File: config.mk
export PLATFORM = sky130hd
export DESIGN_NAME = tist_ctrl
export DESIGN_NICKNAME = d
export VERILOG_FILES = /design/src/rtl/tist_pkg.sv /design/src/rtl/tist_ctrl.sv
export SDC_FILE = /design/constraint.sdc
export NUM_CORES = 1
export LEC_CHECK = 0
export ABC_CLOCK_PERIOD_IN_PS = 1600
export BUFFER_PORTS_ARGS = -buffer_cell sky130_fd_sc_hd__buf_2
export CAP_MARGIN = 5
export CORE_AREA = 3 3 40 42
export CTS_CLUSTER_DIAMETER = 50
export DETAILED_ROUTE_END_ITERATION = 10
export DIE_AREA = 0 0 43 45
export GPL_TIMING_DRIVEN = 1
export PLACE_DENSITY = 0.67
export RECOVER_POWER = 50
export SYNTH_ARGS = -nofsm -noshare
export SYNTH_HDL_FRONTEND = slang
export SYNTH_SLANG_ARGS = --single-unit
File: constraint.sdc
create_clock -name clock -period 1.6 [get_ports clock]
set_input_delay 0.24 -clock clock [delete_from_list [all_inputs] [get_ports clock]]
set_output_delay 0.24 -clock clock [all_outputs]
set_load 0.02 [all_outputs]
File: src/rtl/tist_pkg.sv
// Shared types and constants of the time interval set table.
// Used by the controller, the datapath and the top level.
`timescale 1ns / 1ps
`default_nettype none
package tist_pkg;

   localparam int DEF_MAX_INTERVALS = 64;
   localparam int DEF_TIME_BITS     = 48;
   localparam int IDX_W             = 6;
   localparam int ONT_W             = 54;
   localparam logic [ONT_W-1:0] ONT_MAX = '1;

   typedef enum logic [2:0] {
      K_CLEAR  = 3'd0,
      K_APPEND = 3'd1,
      K_INSERT = 3'd2,
      K_INSMRG = 3'd3,
      K_MERGE  = 3'd4,
      K_CLIP   = 3'd5,
      K_REMOVE = 3'd6,
      K_QUERY  = 3'd7
   } kind_type;

   typedef enum logic [1:0] {
      ST_OK    = 2'd0,
      ST_ORDER = 2'd1,
      ST_FULL  = 2'd2,
      ST_RANGE = 2'd3
   } status_type;

   typedef enum logic [2:0] {
      P_NONE,
      P_INS,
      P_MRG,
      P_CMP,
      P_QRY,
      P_SUM
   } pass_type;

   typedef enum logic [3:0] {
      S_IDLE,
      S_CHK,
      S_INS,
      S_INS_T,
      S_MRG,
      S_MRG_T,
      S_CMP,
      S_CMP_T,
      S_QRY,
      S_SUM,
      S_RESP
   } state_type;

   typedef struct packed {
      pass_type pass;
      logic     load;
      logic     begin_pass;
      logic     issue;
      logic     tail;
      logic     clear;
      logic     commit;
      logic     emit;
   } cmd_type;

   typedef struct packed {
      logic     err;
      kind_type kind;
      logic     rd_done;
      logic     pipe_busy;
      logic     rsp_free;
   } sts_type;

endpackage
`default_nettype wire

File: src/rtl/tist_ctrl.sv
// Sequencing state machine of the time interval set table.
// Depends on tist_pkg; drives the datapath through cmd_type.
`timescale 1ns / 1ps
`default_nettype none
module tist_ctrl import tist_pkg::*; (
   input  wire logic    clock,
   input  wire logic    reset,
   input  wire logic    req_valid,
   output logic         req_ready,
   input  wire sts_type sts,
   output cmd_type      cmd
);

   state_type state_ff, state_in;

   always_ff @(posedge clock) begin
      if (reset) begin
         state_ff <= S_IDLE;
      end else begin
         state_ff <= state_in;
      end
   end

   always_comb begin
      state_in  = state_ff;
      cmd       = '0;
      cmd.pass  = P_NONE;
      req_ready = 1'b0;
      case (state_ff)
         S_IDLE: begin
            req_ready = 1'b1;
            if (req_valid) begin
               cmd.load = 1'b1;
               state_in = S_CHK;
            end
         end
         S_CHK: begin
            cmd.begin_pass = 1'b1;
            if (sts.err) begin
               state_in = S_RESP;
            end else begin
               case (sts.kind)
                  K_CLEAR: begin
                     cmd.clear = 1'b1;
                     state_in  = S_SUM;
                  end
                  K_APPEND, K_INSERT, K_INSMRG: state_in = S_INS;
                  K_MERGE:                      state_in = S_MRG;
                  K_CLIP, K_REMOVE:             state_in = S_CMP;
                  K_QUERY:                      state_in = S_QRY;
                  default:                      state_in = S_RESP;
               endcase
            end
         end
         S_INS, S_MRG, S_CMP, S_QRY, S_SUM: begin
            case (state_ff)
               S_INS:   cmd.pass = P_INS;
               S_MRG:   cmd.pass = P_MRG;
               S_CMP:   cmd.pass = P_CMP;
               S_QRY:   cmd.pass = P_QRY;
               default: cmd.pass = P_SUM;
            endcase
            cmd.issue = !sts.rd_done;
            if (sts.rd_done && !sts.pipe_busy) begin
               case (state_ff)
                  S_INS:   state_in = S_INS_T;
                  S_MRG:   state_in = S_MRG_T;
                  S_CMP:   state_in = S_CMP_T;
                  S_QRY:   state_in = S_RESP;
                  default: begin
                     cmd.commit = 1'b1;
                     state_in   = S_RESP;
                  end
               endcase
            end
         end
         S_INS_T: begin
            cmd.pass       = P_INS;
            cmd.tail       = 1'b1;
            cmd.begin_pass = 1'b1;
            state_in       = (sts.kind == K_INSMRG) ? S_MRG : S_SUM;
         end
         S_MRG_T: begin
            cmd.pass       = P_MRG;
            cmd.tail       = 1'b1;
            cmd.begin_pass = 1'b1;
            state_in       = S_SUM;
         end
         S_CMP_T: begin
            cmd.pass       = P_CMP;
            cmd.tail       = 1'b1;
            cmd.begin_pass = 1'b1;
            state_in       = S_SUM;
         end
         S_RESP: begin
            if (sts.rsp_free) begin
               cmd.emit = 1'b1;
               state_in = S_IDLE;
            end
         end
         default: state_in = S_IDLE;
      endcase
   end

endmodule
`default_nettype wire

==> qor.yml <==
dieHeight_um: 45
start_util_pct: 34.86
hold_path_class: "input port to flop"
h-tree-depth: 1
clkLatencyLatePin_ps: 240
clock_path_buffers: 2
area_growth_pct: 55.59
grt-ovfl-total: 0
synthTopCellsByArea: "dfxtp_1 18%, nor2_1 7.5%, a21oi_1 5.6%, buf_4 5.0%, inv_1 5.0%"
groute.usage.overall_pct: 16.07
ioPinCount: 21
maxCapViolations: 0
placedInstanceArea_um2: 605.6
vias: 604
num-fill-cells: 134
antenna_found_initial: 0
dr.first_iter.drc_count: 28
cp-end-kind: "output pin"
syn-cell-area_um2: 447.9
crit_arrival_ps: 1390
synth_seq_cells: 4
yosys_warnings: 0
finalSetupViolCount: 1
top_regs: "state_ff (4)"
largest_register_ffs: 4
clkTransAtPathRegs_ps: 40
crit_type: "flop to output pin"
fin_ws_ps: -29.09
wire_per_inst_um: 13.87
fp.coreArea_um2: 1285
drive_above_1_share_pct: 47.31
final_cell_mix: "15 x buf_2, 10 x buf_4, 8 x nor2_1"
rrSetupSlack_ps: 120
finalPower_mw: 1.178
failed_checks: "negative setup slack"
place_hpwl_um: 1127
multi_input_area_um2: 351.6
cp-startpoint: "state_ff[3]"
cts_tree: "built"
wl_um: 1498
ir_drop_mv: 0.5421
drtPass1Iterations: 4
worstPathRequired_ps: 1360
r2r_start: "state_ff[3]"
viasPerCell: 5.593
grt_max_degree: 15
yosysTopAreaCellShare_pct: 17.88
ys_seq_area_share_pct: 17.88
die_x_um: 43
syn_inst: 64
ant_nets: 0
port_buffers: 20
final.min_clock_period_ps: 1629
cellLeakagePower_nw: 0.3337
grt_pass1_vias: 541
synth_fp_nets: 74
synth_cell_type_count: 30
startpoint_type: "flop"
synth_area_per_cell_um2: 6.999
register_area_um2: 82.58
slew_headroom_pct: 74.34
mostFrequentLayoutCell: "buf_2"
critPathMaxFanout: 2
diodes: 0
drcViolationCount: 0
final_nets: 105
numCtsBuffers: 3
period_share_pct: 101.8
fp-row-count: 13
final_util_pct: 54.24
grt_pass1_wl_um: 2332
crit_path_end: "cmd[2]"
fin_worst_skew_ps: 6.231
r2r_end: "state_ff[0]"
p_per_area_nw_per_um2: 1690
outcome: "complete, but fails checks"
fmax_mhz: 613.8
gp_congestion: 0.7780
hold_viol: 0
tightestPinTransition_ps: 384.1
tns_ps: -29.09
dp_slack_ps: -27.63
slew_viol_final: 0
fin_area_um2: 696.9
regMostFlops: "state_ff"
worst-r2r-cell-count: 6
rsz0062_at_grt: "yes"
cts.sinks: 4
fp.dieArea_um2: 1935
synth_area_leader_cell: "dfxtp_1"
root_buffer: "clkbuf_4"
-- final cells by class --
class	instances	area share (%)
multi-input combinational	50	50.45
timing repair buffer	30	28.55
sequential	4	11.85
clock buffer	3	3.232
inverter	6	3.232
tap	15	2.693
-- Yosys cell counts --
master and count:
nor2_1 9, inv_1 6, a21oi_1 5, dfxtp_1 4, a31oi_1 3, buf_4 3
nand2_1 3, nand3b_1 3, nor3_1 3, and3_1 2, nor2b_1 2, o2111ai_1 2
or3_1 2, a2bb2oi_1 1, a32oi_1 1, and4b_1 1, buf_6 1, mux2i_1 1
nand2b_1 1, nand3_1 1, nor3b_1 1, o21ai_0 1, o221a_2 1, o221ai_1 1
o22a_1 1, o22ai_1 1, o32a_1 1, or2_1 1, or2_2 1, or4_4 1
-- metrics by stage --
step	hold slack, ps	instances
2_1_floorplan	309.1	64
3_3_place_gp	436.8	104
3_5_place_dp	442.7	104
4_1_cts	188.0	107
5_1_grt	193.6	108
6_report	179.1	108
-- routing by layer --
metal  up-vias  wire [µm]  global-route usage [%]
met3         2         85                   3.586
met5         -          0                       0
met4         0         11                   7.229
met1       283        649                   19.52
met2        21        753                   27.25
li1        298          -                       -
-- logic make-up after synthesis --
kind of cell | Yosys count | share of synthesized area, %
flip-flops | 4 | 17.88
AO/OA/AOI/OAI | 18 | 28.77
multiplexers | 1 | 2.235
AND/OR/NAND/NOR | 31 | 38.55
buffers and inverters | 10 | 12.57
-- critical path: stages, from the launching register on --
cell      delay, ps
dfxtp_2         320
nand2b_4        140
or4_4           510
inv_2            70
buf_6           110
-- what timing repair did --
item,4_1_cts,5_1_grt
pin swaps,3,3
setup buffers,0,1
hold buffers,0,0
endpoints found under the setup margin,3,6
cloned,0,0
gates resized for setup,11,7
-- power by group --
group	internal [mW]	leakage (nW)	switching, mW	total, mW
Combinational	0.398	0.286	0.489	0.887
Sequential	0.138	0.0336	0.0259	0.164
Clock	0.0840	0.0138	0.0433	0.127
Total	0.620	0.334	0.558	1.18
-- worst min-delay path by stage --
stage / from / endpoint / slack [ps] / cells past startpoint
2_1_floorplan: reset / state_ff[3] / 310 / 1
3_3_place_gp: reset / state_ff[3] / 440 / 2
3_5_place_dp: reset / state_ff[3] / 440 / 2
4_1_cts: reset / state_ff[3] / 190 / 2
5_1_grt: reset / state_ff[3] / 190 / 2
6_report: reset / state_ff[3] / 180 / 2
(Power assumes the default switching activity.)
