**config.mk**
```make
export PLATFORM = sky130hd
export DESIGN_NAME = tist_dp
export DESIGN_NICKNAME = d
export VERILOG_FILES = /design/src/rtl/tist_pkg.sv /design/src/rtl/tist_dp.sv
export SDC_FILE = /design/constraint.sdc
export NUM_CORES = 2
export LEC_CHECK = 0
export BUFFER_PORTS_ARGS = -buffer_cell sky130_fd_sc_hd__clkbuf_2
export CAP_MARGIN = 20
export CORE_AREA = 10 10 363 365
export DETAILED_ROUTE_END_ITERATION = 16
export DIE_AREA = 0 0 373 375
export PLACE_DENSITY = 0.63
export SYNTH_ARGS = -nofsm -noshare
export SYNTH_HDL_FRONTEND = slang
export SYNTH_SLANG_ARGS = --single-unit
```
**constraint.sdc**
```tcl
create_clock -name clock -period 7.1 [get_ports clock]
set_input_delay 0.355 -clock clock [delete_from_list [all_inputs] [get_ports clock]]
set_output_delay 0.355 -clock clock [all_outputs]
set_load 0.02 [all_outputs]
```
**src/rtl/tist_pkg.sv**
```systemverilog
// Shared types and constants of the time interval set table.
// Used by the controller, the datapath and the top level.
`timescale 1ns / 1ps
`default_nettype none
package tist_pkg;

   localparam int DEF_MAX_INTERVALS = 64;
   localparam int DEF_TIME_BITS     = 48;
   localparam int IDX_W             = 6;
   localparam int ONT_W             = 54;
   localparam logic [ONT_W-1:0] ONT_MAX = '1;

   typedef enum logic [2:0] {
      K_CLEAR  = 3'd0,
      K_APPEND = 3'd1,
      K_INSERT = 3'd2,
      K_INSMRG = 3'd3,
      K_MERGE  = 3'd4,
      K_CLIP   = 3'd5,
      K_REMOVE = 3'd6,
      K_QUERY  = 3'd7
   } kind_type;

   typedef enum logic [1:0] {
      ST_OK    = 2'd0,
      ST_ORDER = 2'd1,
      ST_FULL  = 2'd2,
      ST_RANGE = 2'd3
   } status_type;

   typedef enum logic [2:0] {
      P_NONE,
      P_INS,
      P_MRG,
      P_CMP,
      P_QRY,
      P_SUM
   } pass_type;

   typedef enum logic [3:0] {
      S_IDLE,
      S_CHK,
      S_INS,
      S_INS_T,
      S_MRG,
      S_MRG_T,
      S_CMP,
      S_CMP_T,
      S_QRY,
      S_SUM,
      S_RESP
   } state_type;

   typedef struct packed {
      pass_type pass;
      logic     load;
      logic     begin_pass;
      logic     issue;
      logic     tail;
      logic     clear;
      logic     commit;
      logic     emit;
   } cmd_type;

   typedef struct packed {
      logic     err;
      kind_type kind;
      logic     rd_done;
      logic     pipe_busy;
      logic     rsp_free;
   } sts_type;

endpackage
`default_nettype wire

```
**src/rtl/tist_dp.sv**
```systemverilog
// Datapath of the time interval set table: request latch, table walk,
// summary accumulation and result word. Depends on tist_pkg; drives the table RAM ports.
`timescale 1ns / 1ps
`default_nettype none
module tist_dp import tist_pkg::*; #(
   parameter int MAX_INTERVALS = DEF_MAX_INTERVALS,
   parameter int TIME_BITS     = DEF_TIME_BITS,
   localparam int AW    = $clog2(MAX_INTERVALS),
   localparam int CNT_W = $clog2(MAX_INTERVALS + 1)
) (
   input  wire logic                   clock,
   input  wire logic                   reset,
   input  wire cmd_type                cmd,
   output sts_type                     sts,
   input  wire logic [2:0]             req_kind,
   input  wire logic [TIME_BITS-1:0]   req_interval_start,
   input  wire logic [TIME_BITS-1:0]   req_interval_stop,
   input  wire logic [IDX_W-1:0]       req_entry_index,
   input  wire logic [TIME_BITS-1:0]   req_query_time,
   output logic                        rsp_valid,
   input  wire logic                   rsp_ready,
   output logic [1:0]                  rsp_status,
   output logic                        rsp_found,
   output logic [CNT_W-1:0]            rsp_count,
   output logic [TIME_BITS-1:0]        rsp_earliest_start,
   output logic [TIME_BITS-1:0]        rsp_latest_stop,
   output logic [TIME_BITS-1:0]        rsp_elapsed,
   output logic [ONT_W-1:0]            rsp_on_time,
   output logic                        mem_wr_en,
   output logic [AW-1:0]               mem_wr_addr,
   output logic [2*TIME_BITS-1:0]      mem_wr_data,
   output logic                        mem_rd_en,
   output logic [AW-1:0]               mem_rd_addr,
   input  wire logic [2*TIME_BITS-1:0] mem_rd_data
);

   localparam int T     = TIME_BITS;
   localparam int CMP_W = (CNT_W > IDX_W) ? CNT_W : IDX_W;
   localparam int SW    = ((T > ONT_W) ? T : ONT_W) + 1;
   localparam logic [CNT_W-1:0] MAX_CNT = CNT_W'(MAX_INTERVALS);
   localparam logic [CNT_W-1:0] ONE_CNT = CNT_W'(1);

   kind_type         kind_ff, kind_in;
   status_type       status_ff, status_in;
   logic [T-1:0]     s_ff, s_in, e_ff, e_in, q_ff, q_in;
   logic [IDX_W-1:0] idx_ff, idx_in;
   logic             found_ff, found_in;
   logic [CNT_W-1:0] count_ff, count_in, rcnt_ff, rcnt_in, wcnt_ff, wcnt_in;
   logic             pv_ff, pv_in;
   logic [AW-1:0]    pidx_ff, pidx_in;
   logic             ins_ff, ins_in;
   logic [T-1:0]     cs_ff, cs_in, ce_ff, ce_in;
   logic [T-1:0]     as_ff, as_in, ae_ff, ae_in;
   logic [T-1:0]     mn_ff, mn_in, mx_ff, mx_in;
   logic [ONT_W-1:0] sm_ff, sm_in;
   logic [T-1:0]     min_ff, min_in, max_ff, max_in;
   logic [ONT_W-1:0] sum_ff, sum_in;
   logic             rv_ff, rv_in;
   logic [1:0]       rst_ff, rst_in;
   logic             rfd_ff, rfd_in;
   logic [CNT_W-1:0] rcn_ff, rcn_in;
   logic [T-1:0]     res_ff, res_in, rls_ff, rls_in, rel_ff, rel_in;
   logic [ONT_W-1:0] ron_ff, ron_in;

   logic [T-1:0]     rs, re, cls, cle, len;
   logic [SW-1:0]    sum_ext;
   logic             keep;
   logic [T-1:0]     rq_s, rq_e;

   assign rs = mem_rd_data[2*T-1:T];
   assign re = mem_rd_data[T-1:0];
   assign cls = (rs < s_ff) ? s_ff : rs;
   assign cle = (re > e_ff) ? e_ff : re;
   assign len = (re >= rs) ? (re - rs) : '0;
   assign sum_ext = SW'(sm_ff) + SW'(len);
   assign rq_s = req_interval_start;
   assign rq_e = req_interval_stop;

   assign mem_rd_en   = cmd.issue;
   assign mem_rd_addr = rcnt_ff[AW-1:0];

   assign sts.err       = (status_ff != ST_OK);
   assign sts.kind      = kind_ff;
   assign sts.rd_done   = (rcnt_ff == count_ff);
   assign sts.pipe_busy = pv_ff;
   assign sts.rsp_free  = !rv_ff || rsp_ready;

   always_comb begin
      kind_in = kind_ff; status_in = status_ff; s_in = s_ff; e_in = e_ff; q_in = q_ff;
      idx_in = idx_ff; found_in = found_ff; count_in = count_ff;
      rcnt_in = rcnt_ff; wcnt_in = wcnt_ff; pv_in = cmd.issue; pidx_in = rcnt_ff[AW-1:0];
      ins_in = ins_ff; cs_in = cs_ff; ce_in = ce_ff; as_in = as_ff; ae_in = ae_ff;
      mn_in = mn_ff; mx_in = mx_ff; sm_in = sm_ff;
      min_in = min_ff; max_in = max_ff; sum_in = sum_ff;
      rv_in = rv_ff && !rsp_ready; rst_in = rst_ff; rfd_in = rfd_ff; rcn_in = rcn_ff;
      res_in = res_ff; rls_in = rls_ff; rel_in = rel_ff; ron_in = ron_ff;
      mem_wr_en = 1'b0; mem_wr_addr = '0; mem_wr_data = '0;
      keep = 1'b0;

      if (cmd.load) begin
         kind_in   = kind_type'(req_kind);
         s_in      = rq_s;
         e_in      = rq_e;
         q_in      = req_query_time;
         idx_in    = req_entry_index;
         found_in  = 1'b0;
         status_in = ST_OK;
         case (kind_type'(req_kind))
            K_APPEND, K_INSERT, K_INSMRG: begin
               if (rq_s > rq_e) status_in = ST_ORDER;
               else if (count_ff >= MAX_CNT) status_in = ST_FULL;
            end
            K_CLIP: begin
               if (rq_s > rq_e) status_in = ST_ORDER;
            end
            K_REMOVE: begin
               if (CMP_W'(req_entry_index) >= CMP_W'(count_ff)) status_in = ST_RANGE;
            end
            default: status_in = ST_OK;
         endcase
      end

      if (cmd.issue) begin
         rcnt_in = rcnt_ff + ONE_CNT;
      end

      if (pv_ff) begin
         case (cmd.pass)
            P_INS: begin
               if (ins_ff) begin
                  mem_wr_en   = 1'b1;
                  mem_wr_addr = pidx_ff;
                  mem_wr_data = {cs_ff, ce_ff};
                  cs_in = rs;
                  ce_in = re;
               end else if (kind_ff != K_APPEND && s_ff < rs) begin
                  mem_wr_en   = 1'b1;
                  mem_wr_addr = pidx_ff;
                  mem_wr_data = {s_ff, e_ff};
                  cs_in  = rs;
                  ce_in  = re;
                  ins_in = 1'b1;
               end
            end
            P_MRG: begin
               if (pidx_ff == '0) begin
                  as_in = rs;
                  ae_in = re;
               end else if (rs <= ae_ff) begin
                  if (rs < as_ff) as_in = rs;
                  if (re > ae_ff) ae_in = re;
               end else begin
                  mem_wr_en   = 1'b1;
                  mem_wr_addr = wcnt_ff[AW-1:0];
                  mem_wr_data = {as_ff, ae_ff};
                  wcnt_in     = wcnt_ff + ONE_CNT;
                  as_in       = rs;
                  ae_in       = re;
               end
            end
            P_CMP: begin
               if (kind_ff == K_CLIP) begin
                  keep        = (cls <= cle);
                  mem_wr_data = {cls, cle};
               end else begin
                  keep        = (CMP_W'(pidx_ff) != CMP_W'(idx_ff));
                  mem_wr_data = mem_rd_data;
               end
               if (keep) begin
                  mem_wr_en   = 1'b1;
                  mem_wr_addr = wcnt_ff[AW-1:0];
                  wcnt_in     = wcnt_ff + ONE_CNT;
               end
            end
            P_QRY: begin
               if (q_ff >= rs && q_ff <= re) found_in = 1'b1;
            end
            P_SUM: begin
               if (pidx_ff == '0) begin
                  mn_in = rs;
                  mx_in = re;
               end else begin
                  if (rs < mn_ff) mn_in = rs;
                  if (re > mx_ff) mx_in = re;
               end
               sm_in = (sum_ext > SW'(ONT_MAX)) ? ONT_MAX : sum_ext[ONT_W-1:0];
            end
            default: ;
         endcase
      end

      if (cmd.tail) begin
         case (cmd.pass)
            P_INS: begin
               mem_wr_en   = 1'b1;
               mem_wr_addr = count_ff[AW-1:0];
               mem_wr_data = ins_ff ? {cs_ff, ce_ff} : {s_ff, e_ff};
               count_in    = count_ff + ONE_CNT;
            end
            P_MRG: begin
               if (count_ff != '0) begin
                  mem_wr_en   = 1'b1;
                  mem_wr_addr = wcnt_ff[AW-1:0];
                  mem_wr_data = {as_ff, ae_ff};
                  count_in    = wcnt_ff + ONE_CNT;
               end
            end
            default: count_in = wcnt_ff;
         endcase
      end

      if (cmd.begin_pass) begin
         rcnt_in = '0;
         wcnt_in = '0;
         ins_in  = 1'b0;
         mn_in   = '0;
         mx_in   = '0;
         sm_in   = '0;
      end

      if (cmd.clear) begin
         count_in = '0;
      end

      if (cmd.commit) begin
         min_in = mn_ff;
         max_in = mx_ff;
         sum_in = sm_ff;
      end

      if (cmd.emit) begin
         rv_in  = 1'b1;
         rst_in = status_ff;
         rfd_in = found_ff;
         rcn_in = count_ff;
         res_in = min_ff;
         rls_in = max_ff;
         rel_in = (max_ff >= min_ff) ? (max_ff - min_ff) : '0;
         ron_in = sum_ff;
      end
   end

   always_ff @(posedge clock) begin
      if (reset) begin
         count_ff <= '0;
         pv_ff    <= 1'b0;
         rv_ff    <= 1'b0;
         min_ff   <= '0;
         max_ff   <= '0;
         sum_ff   <= '0;
      end else begin
         count_ff <= count_in;
         pv_ff    <= pv_in;
         rv_ff    <= rv_in;
         min_ff   <= min_in;
         max_ff   <= max_in;
         sum_ff   <= sum_in;
      end
   end

   always_ff @(posedge clock) begin
      kind_ff <= kind_in; status_ff <= status_in;
      s_ff <= s_in; e_ff <= e_in; q_ff <= q_in; idx_ff <= idx_in;
      found_ff <= found_in; rcnt_ff <= rcnt_in; wcnt_ff <= wcnt_in;
      pidx_ff <= pidx_in; ins_ff <= ins_in;
      cs_ff <= cs_in; ce_ff <= ce_in; as_ff <= as_in; ae_ff <= ae_in;
      mn_ff <= mn_in; mx_ff <= mx_in; sm_ff <= sm_in;
      rst_ff <= rst_in; rfd_ff <= rfd_in; rcn_ff <= rcn_in;
      res_ff <= res_in; rls_ff <= rls_in; rel_ff <= rel_in; ron_ff <= ron_in;
   end

   assign rsp_valid          = rv_ff;
   assign rsp_status         = rst_ff;
   assign rsp_found          = rfd_ff;
   assign rsp_count          = rcn_ff;
   assign rsp_earliest_start = res_ff;
   assign rsp_latest_stop    = rls_ff;
   assign rsp_elapsed        = rel_ff;
   assign rsp_on_time        = ron_ff;

endmodule
`default_nettype wire
```
==> impl_metrics.ini <==
[detailed_routing]
routed_wl_mm = 225
drcViolationCount = 0
vias = 50300
drtPass1Iterations = 6
wire_per_inst_um = 27.3
ant_nets = 0
via_per_inst = 6.11
drt_iter0_drc = 5164

[layout]
fillCellCount = 11200
syn2layout_area_growth_pct = 18.8
multi_input_area_um2 = 30900
fin_cells = 8243
layout.nets = 7442
drive_gt1_share_pct = 16.1
regArea_um2 = 23300

[clocking]
cts_setup_buffers = 0
cts_buffers = 100
clockBufferDepth = 3
clock_latency_ns = 0.74
cts_sinks = 886
cts_tree = done
path_clk_slew_ns = 0.06
cts_max_level = 3
cts-root-buf = clkbuf_16

[global_routing]
grt_pass1_vias = 48500
met3_usage_pct = 7.02
antenna_found_initial = 17
use_met2_pct = 46.6
grt.busiest_layer = met2
groute.layer.met1.usage_pct = 42.0
grt_use_total_pct = 30.7
grt-ovfl-total = 0
grt_start_max_net_pins = 157
grt_pass1_wl_mm = 325

[synth]
syn_area_um2 = 57000
ys_types = 81
synth_flop_cell = edfxtp_1
async_flop_share_pct = 0
syn_nets = 6686
ys_seq_area_share_pct = 40.9
synth_seq_cells = 886
synth_area_per_cell_um2 = 9.92
yosys_warnings = 0
syn_inst = 5741
synth_edf_count = 555

[power]
power_density_nw_per_um2 = 211
p_leak_nw = 30.6
ir_drop_mv = 0.197

[worst_setup_path]
cp.arrival_ns = 6.50
worstSetupPathType = reg2out
start_kind = flop
cp_max_fo = 28
critPathRequiredTime_ns = 6.74
worst_path_largest_cell_delay_ns = 0.68
worstPathCellList = ha_1 -> a21o_1 -> a21o_1 -> a21oi_1 -> o22ai_1 -> o211ai_1 -> nand3_1 -> nand2_2 -> buf_12 -> mux2_2 -> ha_1 -> nand4_1 -> nor3_1 -> buf_4 -> nand3_1 -> or4_4 -> a311o_2 -> a32oi_1 -> o21ai_0 -> clkbuf_2
cp-end-kind = primary output
cp_slowest_cell = or4_4

[timing]
final_max_slew_viol_count = 0
clock_skew_ns = 0.0390
holdWs_ns = 0.0587
rsz0062_at_grt = no
tns_ns = 0
worst_slew_pin_slew_ns = 0.979
timing.max_slew.rel_slack_pct = 34.8
fin_crit_ns = 6.86
setup_viol = 0
fmax_mhz = 146
hold_viol_final = 0
post-route-period-util_pct = 96.6

[job]
maxCapViolations = 0

[status]
status = finished clean

[die]
die_h_um = 375
die-area_um2 = 140000
pin_count = 588
core-area_um2 = 125000
start_util_pct = 45.7
die_w_um = 373
rows = 130

[hold_path]
hold_path.class = in2reg

[place]
gp_congestion = 0.984
numPortBuffers = 587
dp.cells = 7865
hpwlAfterDp_mm = 175
path summary, 6_finish.rpt:
path,cells past startpoint,end,slack (ns),startpoint
max,20,mem_wr_addr[1],0.24,s_ff[17]
min,2,cs_ff[8],0.06,mem_rd_data[56]
max reg2reg,22,wcnt_ff[4],1.33,s_ff[17]
min reg2reg,0,rsp_on_time[1],0.43,sum_ff[1]
critical path: cells and delay by family (launching register included):
kind,cells,cell delay (ns)
compound gates,8,1.79
flops,1,0.58
mux,1,0.37
buf+inv,3,0.59
fa+ha+maj,2,0.68
simple gates,6,1.73
cell usage after synthesis (29+ instances only):
cell       instances  area, um2
nand2_1          200        751
nand4_1          145        907
a21oi_1          371       1860
nand2b_1          47        294
dfxtp_1          331       6630
a31oi_1           29        181
a21o_1           340       2550
xnor2_1           73        639
nor2b_1           48        300
o21a_1            38        285
a211oi_1          39        293
inv_1            489       1840
buf_1             31        116
o221ai_1          58        508
mux2i_1          345       3450
nor2_1           512       1920
a311oi_1          35        307
nand3_1          103        515
nor3_1            72        360
xor2_1            71        622
ha_1             680       8510
o21ai_0          272       1360
edfxtp_1         555      16700
o2bb2ai_1         46        403
mux2_2            93       1050
a22oi_1          153       1150
clkbuf_1         215        807
cell families (layout without fill, tap and decap cells):
kind of cell,count (synthesis),after routing,synth area share [%]
adders and majority gates,683,683,15.0
xor gates and xnor gates,144,144,2.21
other,0,8,0
buffers and inverters,769,1613,5.21
DFF,886,886,40.9
AOI/OAI and AO/OA,1570,1570,18.4
muxes,438,438,7.90
and+or+nand+nor,1251,1251,10.4
report_power, final:
part,internal [mW],switching [mW]
Sequential,5.69,0.207
Combinational,1.09,1.77
Clock,3.17,2.32
Total,9.95,4.30
per-stage QoR:
step / setup WS, ns / power [mW] / utilization, % / cell area [um2]
finish: 0.242 / 14.2 / 54.2 / 67700
global route: 0.0291 / 14.8 / 54.2 / 67600
CTS: 0.0480 / 14.3 / 54.2 / 67600
detailed placement: 0.311 / 8.71 / 50.0 / 62400
global placement: 0.262 / 8.68 / 50.0 / 62400
floorplan: 1.09 / 7.56 / - / 57000
cells in the final DEF (no fill, tap or decap), types with 24 or more instances in the layout:
master	n
ha_1	680
clkbuf_2	582
edfxtp_1	555
nor2_1	512
inv_1	489
a21oi_1	370
mux2i_1	345
a21o_1	339
dfxtp_1	330
o21ai_0	271
nand2_1	196
dlygate4sd3_1	180
buf_4	157
a22oi_1	153
nand4_1	145
clkbuf_16	103
nand3_1	101
mux2_2	93
xnor2_1	73
nor3_1	72
xor2_1	71
o221ai_1	57
nor2b_1	48
nand2b_1	47
o2bb2ai_1	46
a211oi_1	39
o21a_1	38
a311oi_1	35
a31oi_1	28
and3_1	25
o21bai_1	24
routing by layer:
layer / vias to the layer above / share of wire (%)
li1: 22900 / -
met5: - / 0.053
met1: 24400 / 43
met4: 20 / 4.4
met3: 458 / 10
met2: 2576 / 43
cell type report:
class | count | share of cell area (%)
Antenna cell | 8 | 0.0296
Clock buffer | 124 | 3.94
Clock inverter | 66 | 1.12
Inverter | 490 | 2.72
Multi-Input combinational cell | 4086 | 45.6
Sequential cell | 886 | 34.4
Tap cell | 1650 | 3.05
Timing Repair Buffer | 933 | 9.07
what timing repair did:
item	CTS	global route
setup endpoints to repair	0	7
hold buffers	180	0
endpoints found under the hold margin	206	0
resized for setup	0	5
Note: power is estimated with default switching activity, not from simulation.
